<file path="config.mk">
export PLATFORM = sky130hd
export DESIGN_NAME = char_stream_tokenizer_top
export DESIGN_NICKNAME = d
export VERILOG_FILES = /design/src/rtl/cst_pkg.sv /design/src/rtl/char_stream_tokenizer_top.sv
export VERILOG_INCLUDE_DIRS = /design/src /design/src/rtl
export SDC_FILE = /design/constraint.sdc
export NUM_CORES = 1
export LEC_CHECK = 0
export BUFFER_PORTS_ARGS = -buffer_cell sky130_fd_sc_hd__buf_2
export CORE_MARGIN = 8
export CORE_UTILIZATION = 56
export CTS_CLUSTER_DIAMETER = 150
export DETAILED_ROUTE_END_ITERATION = 10
export HOLD_SLACK_MARGIN = 0.03
export PLACE_DENSITY = 0.87
export SYNTH_ARGS = -nofsm -noshare
export SYNTH_HDL_FRONTEND = slang
export SYNTH_SLANG_ARGS = --single-unit
</file>
<file path="constraint.sdc">
create_clock -name clk_i -period 4.5 [get_ports clk_i]
set_input_delay 0.9 -clock clk_i [delete_from_list [all_inputs] [get_ports clk_i]]
set_output_delay 0.9 -clock clk_i [all_outputs]
set_load 0.05 [all_outputs]
</file>
<file path="src/rtl/char_stream_tokenizer_top_defines.svh">
// Assertion helpers for the tokenizer. Both sample on the rising edge of clk_i
// and are off while rst_ni is low.
`ifndef CHAR_STREAM_TOKENIZER_TOP_DEFINES_SVH
`define CHAR_STREAM_TOKENIZER_TOP_DEFINES_SVH

// Same-cycle implication.
`define CST_ASSERT_NOW(label, ante, cons) \
  label: assert property (@(posedge clk_i) disable iff (!rst_ni) (ante) |-> (cons)) \
    else $error("cst: check failed");

// Next-cycle implication.
`define CST_ASSERT_NEXT(label, ante, cons) \
  label: assert property (@(posedge clk_i) disable iff (!rst_ni) (ante) |=> (cons)) \
    else $error("cst: check failed");

`endif

</file>
<file path="src/rtl/cst_pkg.sv">
`default_nettype none

package cst_pkg;

  // Field widths.
  localparam int unsigned LineBits   = 20;
  localparam int unsigned ColumnBits = 16;
  localparam int unsigned LenBits    = 16;

  // Result queue depth; each source byte adds at most two tokens.
  localparam int unsigned FifoDepth  = 4;
  localparam int unsigned PtrBits    = $clog2(FifoDepth);
  localparam int unsigned CountBits  = $clog2(FifoDepth + 1);

  // Token kinds.
  typedef enum logic [2:0] {
    KIND_KEYWORD = 3'd0,
    KIND_IDENT   = 3'd1,
    KIND_LITERAL = 3'd2,
    KIND_OPER    = 3'd3,
    KIND_PUNCT   = 3'd4,
    KIND_UNKNOWN = 3'd5,
    KIND_EOF     = 3'd6
  } token_kind_e;

  // Scanner mode, one-hot.
  typedef enum logic [2:0] {
    MODE_IDLE   = 3'b001,
    MODE_IDENT  = 3'b010,
    MODE_NUMBER = 3'b100
  } scan_mode_e;

  // Keyword matcher progress through "if" and "else".
  localparam logic [2:0] KwStart = 3'd0;
  localparam logic [2:0] KwI     = 3'd1;
  localparam logic [2:0] KwIf    = 3'd2;
  localparam logic [2:0] KwE     = 3'd3;
  localparam logic [2:0] KwEl    = 3'd4;
  localparam logic [2:0] KwEls   = 3'd5;
  localparam logic [2:0] KwElse  = 3'd6;
  localparam logic [2:0] KwNone  = 3'd7;

  // Keyword indexes.
  localparam logic KwIdxIf   = 1'b0;
  localparam logic KwIdxElse = 1'b1;

  typedef struct packed {
    logic [7:0] character;
    logic       end_of_text;
  } in_item_t;

  typedef struct packed {
    token_kind_e           token_kind;
    logic                  keyword_index;
    logic [7:0]            symbol;
    logic [LineBits-1:0]   start_line;
    logic [ColumnBits-1:0] start_column;
    logic [LenBits-1:0]    token_length;
    logic                  last_of_run;
  } out_item_t;

endpackage

`default_nettype wire

</file>
<file path="src/rtl/char_stream_tokenizer_top.sv">
// Streaming lexical tokenizer.
// Source bytes arrive on the input channel (in_valid_i / in_ready_o, payload
// in_data_i), one byte per word, with an end-of-text flag; a zero byte also
// ends the text. Tokens leave on the output channel (out_valid_o /
// out_ready_i, payload out_data_o), one token per word, in source order.
// A byte is scanned in the cycle it is accepted: the scanner state and
// counters update at that edge and the tokens it causes (zero, one or two)
// are written into a four-entry result queue at that edge. The queue drains
// one token per cycle while out_ready_i is high.
// Throughput is one byte per cycle while out_ready_i is high and each
// byte yields at most one token; a byte that closes a word and also forms
// a token of its own adds two, so such bytes go at the output's drain rate.
// in_ready_o is high while the queue has room for two tokens; when the
// receiver stalls the queue fills and input stops, with nothing lost.
// End of text flushes any open word, emits the end-of-file token marked
// last_of_run and returns the scanner to line 1, column 1.
// Reset (rst_ni low) empties the queue and sets the scanner to that start
// state at once; no setup is needed afterwards.
`default_nettype none

module char_stream_tokenizer_top
  import cst_pkg::*;
(
  input  wire       clk_i,
  input  wire       rst_ni,
  input  wire       in_valid_i,
  output logic      in_ready_o,
  input  in_item_t  in_data_i,
  output logic      out_valid_o,
  input  wire       out_ready_i,
  output out_item_t out_data_o
);

  `include "char_stream_tokenizer_top_defines.svh"

  localparam logic [LineBits-1:0]   LineMax   = '1;
  localparam logic [ColumnBits-1:0] ColumnMax = '1;
  localparam logic [LenBits-1:0]    LenMax    = '1;

  // Scanner state.
  scan_mode_e            mode_q, mode_d;
  logic [LineBits-1:0]   line_q, line_d;
  logic [ColumnBits-1:0] col_q, col_d;
  logic [ColumnBits-1:0] start_col_q, start_col_d;
  logic [LenBits-1:0]    len_q, len_d;
  logic [2:0]            kw_q, kw_d;

  // Result queue.
  out_item_t             fifo_q [FifoDepth];
  logic [PtrBits-1:0]    wptr_q, rptr_q;
  logic [CountBits-1:0]  count_q, count_d;

  logic                  in_accept, out_accept;
  logic [7:0]            ch;
  logic                  eot;
  logic                  flush, has_tok;
  out_item_t             flush_tok, tok, res0, res1;
  logic [ColumnBits-1:0] col_bump;
  logic [1:0]            push_n;
  logic [PtrBits-1:0]    wptr_next;

  function automatic logic is_space(input logic [7:0] c);
    return (c == 8'h20) || ((c >= 8'h09) && (c <= 8'h0D));
  endfunction

  function automatic logic is_digit(input logic [7:0] c);
    return (c >= "0") && (c <= "9");
  endfunction

  function automatic logic is_alpha(input logic [7:0] c);
    return ((c >= "a") && (c <= "z")) || ((c >= "A") && (c <= "Z"));
  endfunction

  function automatic logic [2:0] next_match(input logic [2:0] m, input logic [7:0] c);
    logic [2:0] r;
    r = KwNone;
    if      ((m == KwStart) && (c == "i")) r = KwI;
    else if ((m == KwI)     && (c == "f")) r = KwIf;
    else if ((m == KwStart) && (c == "e")) r = KwE;
    else if ((m == KwE)     && (c == "l")) r = KwEl;
    else if ((m == KwEl)    && (c == "s")) r = KwEls;
    else if ((m == KwEls)   && (c == "e")) r = KwElse;
    return r;
  endfunction

  assign in_ready_o  = (count_q <= CountBits'(FifoDepth - 2));
  assign in_accept   = in_valid_i && in_ready_o;
  assign out_valid_o = (count_q != '0);
  assign out_accept  = out_valid_o && out_ready_i;
  assign out_data_o  = fifo_q[rptr_q];

  assign ch       = in_data_i.character;
  assign eot      = in_data_i.end_of_text || (ch == 8'h00);
  assign col_bump = (col_q != ColumnMax) ? col_q + ColumnBits'(1) : col_q;

  // Token for the open word, if it is closed by this byte.
  always_comb begin
    flush_tok               = '0;
    flush_tok.start_line    = line_q;
    flush_tok.start_column  = start_col_q;
    flush_tok.token_length  = len_q;
    unique case (mode_q)
      MODE_IDENT: begin
        if (kw_q == KwIf) begin
          flush_tok.token_kind    = KIND_KEYWORD;
          flush_tok.keyword_index = KwIdxIf;
        end else if (kw_q == KwElse) begin
          flush_tok.token_kind    = KIND_KEYWORD;
          flush_tok.keyword_index = KwIdxElse;
        end else begin
          flush_tok.token_kind    = KIND_IDENT;
        end
      end
      MODE_NUMBER: flush_tok.token_kind = KIND_LITERAL;
      default:     flush_tok.token_kind = KIND_UNKNOWN;
    endcase
  end

  // Scan one byte: next state and the byte's own token.
  always_comb begin
    mode_d       = mode_q;
    line_d       = line_q;
    col_d        = col_q;
    start_col_d  = start_col_q;
    len_d        = len_q;
    kw_d         = kw_q;
    flush        = 1'b0;
    has_tok      = 1'b0;
    tok              = '0;
    tok.token_kind   = KIND_UNKNOWN;
    tok.start_line   = line_q;
    tok.start_column = col_q;
    if (in_accept) begin
      if (eot) begin
        flush          = (mode_q != MODE_IDLE);
        has_tok        = 1'b1;
        tok.token_kind = KIND_EOF;
        mode_d         = MODE_IDLE;
        line_d         = LineBits'(1);
        col_d          = ColumnBits'(1);
        start_col_d    = ColumnBits'(1);
        len_d          = '0;
        kw_d           = KwStart;
      end else if ((mode_q == MODE_IDENT) && (is_alpha(ch) || is_digit(ch) || ch == "_")) begin
        len_d = (len_q != LenMax) ? len_q + LenBits'(1) : len_q;
        kw_d  = next_match(kw_q, ch);
        col_d = col_bump;
      end else if ((mode_q == MODE_NUMBER) && is_digit(ch)) begin
        len_d = (len_q != LenMax) ? len_q + LenBits'(1) : len_q;
        col_d = col_bump;
      end else begin
        flush  = (mode_q != MODE_IDLE);
        mode_d = MODE_IDLE;
        if (is_space(ch)) begin
          if (ch == 8'h0A) begin
            line_d = (line_q != LineMax) ? line_q + LineBits'(1) : line_q;
            col_d  = ColumnBits'(1);
          end else begin
            col_d = col_bump;
          end
        end else if (is_alpha(ch) || ch == "_") begin
          mode_d      = MODE_IDENT;
          start_col_d = col_q;
          len_d       = LenBits'(1);
          kw_d        = next_match(KwStart, ch);
          col_d       = col_bump;
        end else if (is_digit(ch)) begin
          mode_d      = MODE_NUMBER;
          start_col_d = col_q;
          len_d       = LenBits'(1);
          kw_d        = KwNone;
          col_d       = col_bump;
        end else if (ch == "+" || ch == "-" || ch == "*" || ch == "/" || ch == "=") begin
          has_tok          = 1'b1;
          tok.token_kind   = KIND_OPER;
          tok.symbol       = ch;
          tok.token_length = LenBits'(1);
          col_d            = col_bump;
        end else if (ch == ";" || ch == "," || ch == "(" || ch == ")") begin
          has_tok          = 1'b1;
          tok.token_kind   = KIND_PUNCT;
          tok.symbol       = ch;
          tok.token_length = LenBits'(1);
          col_d            = col_bump;
        end else begin
          has_tok = 1'b1;
          col_d   = col_bump;
        end
      end
    end
  end

  // Order the tokens of this byte and mark the final one.
  always_comb begin
    res0             = flush ? flush_tok : tok;
    res0.last_of_run = !(flush && has_tok);
    res1             = tok;
    res1.last_of_run = 1'b1;
    push_n           = {1'b0, flush} + {1'b0, has_tok};
    wptr_next        = wptr_q + PtrBits'(1);
    count_d          = count_q + CountBits'(push_n) - CountBits'(out_accept);
  end

  // Scanner registers.
  always_ff @(posedge clk_i or negedge rst_ni) begin
    if (!rst_ni) begin
      mode_q      <= MODE_IDLE;
      line_q      <= LineBits'(1);
      col_q       <= ColumnBits'(1);
      start_col_q <= ColumnBits'(1);
      len_q       <= '0;
      kw_q        <= KwStart;
    end else begin
      mode_q      <= mode_d;
      line_q      <= line_d;
      col_q       <= col_d;
      start_col_q <= start_col_d;
      len_q       <= len_d;
      kw_q        <= kw_d;
    end
  end

  // Queue pointers and fill level.
  always_ff @(posedge clk_i or negedge rst_ni) begin
    if (!rst_ni) begin
      wptr_q  <= '0;
      rptr_q  <= '0;
      count_q <= '0;
    end else begin
      wptr_q  <= wptr_q + PtrBits'(push_n);
      if (out_accept) begin
        rptr_q <= rptr_q + PtrBits'(1);
      end
      count_q <= count_d;
    end
  end

  // Queue storage.
  always_ff @(posedge clk_i) begin
    if (push_n != 2'd0) begin
      fifo_q[wptr_q] <= res0;
    end
    if (push_n == 2'd2) begin
      fifo_q[wptr_next] <= res1;
    end
  end

  // Checks.
  `CST_ASSERT_NOW(a_eof_is_last, out_valid_o && out_data_o.token_kind == KIND_EOF,
                  out_data_o.last_of_run)
  `CST_ASSERT_NOW(a_queue_bound, 1'b1, count_q <= CountBits'(FifoDepth))
  `CST_ASSERT_NEXT(a_eot_resets, in_accept && eot,
                   mode_q == MODE_IDLE && line_q == LineBits'(1) && col_q == ColumnBits'(1))
  `CST_ASSERT_NEXT(a_drain_only, !in_accept && out_accept,
                   count_q == $past(count_q) - CountBits'(1))

endmodule

`default_nettype wire
</file>
==> run summary <==
Status = finished clean
Ant diodes = 0
Rows = 62
Area contributors post-synth = edfxtp_1, dfrtp_1, mux4_2
Sequential cell fraction of total power = 40.1%
CTS root buf = clkbuf_16
Worst slew margin = 27.9%
Worst path arrival time = 4370 ps
Netlist Area Pre-Place = 16000 µm²
Worst Tran Pin Value = 1080 ps
Total power draw = 0.0102 W
Final Net Count = 1317
Post-CTS sizing = 0
Final WL = 37900 µm
Dominant synthesized flop cell = edfxtp_1
Asr flop ratio synth = 23.8%
Routed vias = 10900
Share of post-route cells with drive strength above 1 = 19.9%
Worst EP required = 4880 ps
Congestion Overflow GR = 0
Drt wl/cell = 22.2 µm
Detailed Routing Iterations Pass 1 = 5
Clk sinks = 341
Leak pwr = 6.76 nW
Fmax = 251 MHz
Placer Congestion = 0.935
#FFs+latches synth = 341
Die width = 185 µm
CTS clk-pin slew, worst paths = 60 ps
Post-route ant nets = 0
Min Tclk post-route = 3990 ps
I/O Buffers = 79
Sequential cell area = 9170 µm²
Sw Pwr = 0.00379 W
CP max FO = 18
Largest net degree at the start of global routing = 67
Setup_tns = 0 ps
Crit share post-route = 88.6%
Yosys top cell area share = 36.0%
Final std cell area, no fill = 17800 µm²
Setup WS pre-CTS = 101 ps
Final Setup Violations = 0
EDFF count, synth = 192
Starting Density = 56.4%
Startpoint Class = primary input
First-pass GRT wire length = 60400 µm
Critical Path End Type = flip-flop
Maxcap violations = 0
I/O Pins = 80
Detailed Place HPWL = 23800 µm
Count leader, synth = edfxtp_1
Clk pwr share = 27.8%
Power per standard cell area = 571 nW/µm²
Met2 wire len = 19100 µm
Syn avg cell area = 12.8 µm²
Die Height = 185 µm
Die ar. = 34200 µm²
Initial antenna violation count = 1
Clock latency at the later pin of the worst-skew pair = 510 ps
Combinational fraction of design power = 32.1%
HP Class = in -> async
Multi-input combinational cell area = 6260 µm²
Commonest cells post-synth = edfxtp_1, a22o_1, nor2_1
Total global-route track usage = 22.3%
Met3 wire len = 2820 µm
Max-slew violations = 0
Post-place instance area = 16700 µm²
DR top layer = met5
Max rail drop VDD = 0.326 mV
Total CTS buffers = 35
Residual DRC count = 0
Via-to-Cell Ratio = 6.42
Starting DRT DRC Count = 1156
Synth Instances = 1249
Seq/Total Area, Yosys = 57.2%
Met1 Wirelength = 15100 µm
Hold-fix buffers, CTS = 0
Fill cells = 2033
Number of global-route vias before repair = 11000
RSZ-0062 raised after global routing = false
Clk_skew = 23.8 ps
Synth unique cells = 79
Setup bufs post-CTS = 0
Pint = 0.00637 W
Switching share of power = 37.3%
Area grow syn2layout = 11.3%
Htree depth = 2
Final hold vios = 0
WS Path Type = in -> reg
Post-route setup slack = 511 ps
CTS tree = done
Area leader, netlist = edfxtp_1
Core area = 28400 µm²
Clk buf depth = 3
Synth warn = 0
worst max-delay path, stage by stage:
cell     delay (ps)
buf_2           190
or2_1           310
nor4_4          360
o31ai_4         200
a21oi_4         350
ha_1            510
inv_1           140
o32ai_1         310
a21o_1          710
and2_1          260
a21o_1          110
state kept, by name, indices dropped and copies added, names as in the netlist:
name and cells:
fifo_q 260, line_q 20, col_q 16, len_q 16, start_col_q 16, count_q 3
kw_q 3, mode_q 3, rptr_q 2, wptr_q 2
routing by layer:
layer | vias to the layer above | global-route usage, %
li1 | 4849 | -
met1 | 5487 | 28.6
met3 | 77 | 3.98
met5 | - | 0
met2 | 524 | 38.1
met4 | 2 | 7.46
layout make-up:
class / count / share of cell area [%]
Sequential cell: 341 / 51.5
Multi-Input combinational cell: 789 / 35.2
Clock buffer: 54 / 5.69
Timing Repair Buffer: 110 / 3.96
Tap cell: 384 / 2.70
Clock inverter: 8 / 0.562
Inverter: 17 / 0.401
cell families (layout without fill, tap and decap cells):
| family | Yosys count | in the layout | share of synthesized area [%] |
|---|---|---|---|
| compound gates | 299 | 299 | 14.5 |
| xor+xnor | 37 | 37 | 2.03 |
| fa+ha+maj | 10 | 10 | 0.829 |
| buf+inv | 126 | 189 | 3.77 |
| flops | 341 | 341 | 57.2 |
| mux | 67 | 67 | 9.28 |
| other cells | 1 | 8 | 0.0234 |
| simple gates | 368 | 368 | 12.4 |
power groups by stage:
stage               Clock (W)  Sequential [W]  Combinational (W)
finish                0.00282         0.00408            0.00326
floorplan                   0         0.00384            0.00267
detailed placement          0         0.00414            0.00328
CTS                   0.00286         0.00408            0.00329
global placement            0         0.00412            0.00325
global route          0.00298         0.00412            0.00343
metrics by stage:
step | hold WS [ps] | instances | util, %
after global placement | 430 | 1641 | 58.8
after CTS | 473 | 1703 | 62.7
after detailed placement | 452 | 1641 | 58.8
final | 463 | 1703 | 62.7
after global routing | 477 | 1703 | 62.7
after floorplan | 420 | 1256 | -
cell usage in the layout (no fill, tap or decap), types with 45 or more instances in the layout:
master / count
dfxtp_1: 68
buf_2: 78
edfxtp_1: 192
dfrtp_1: 75
o21ai_0: 45
mux4_2: 65
nor2_1: 94
nand2_1: 63
a22o_1: 139
and2_1: 88
path summary, 6_finish.rpt:
check | from | cells after the start | end | slack, ps
setup / recovery | in_data_i[2] | 11 | fifo_q[1][1] | 510
hold / removal | rst_ni | 1 | start_col_q[13] | 460
setup reg to reg | mode_q[2] | 12 | fifo_q[1][1] | 750
hold reg to reg | fifo_q[1][6] | 1 | fifo_q[1][6] | 470
max in group asynchronous | rst_ni | 2 | start_col_q[0] | 3110
min in group clk_i | fifo_q[1][6] | 1 | fifo_q[1][6] | 470
Power figures use the tool's default switching activity.
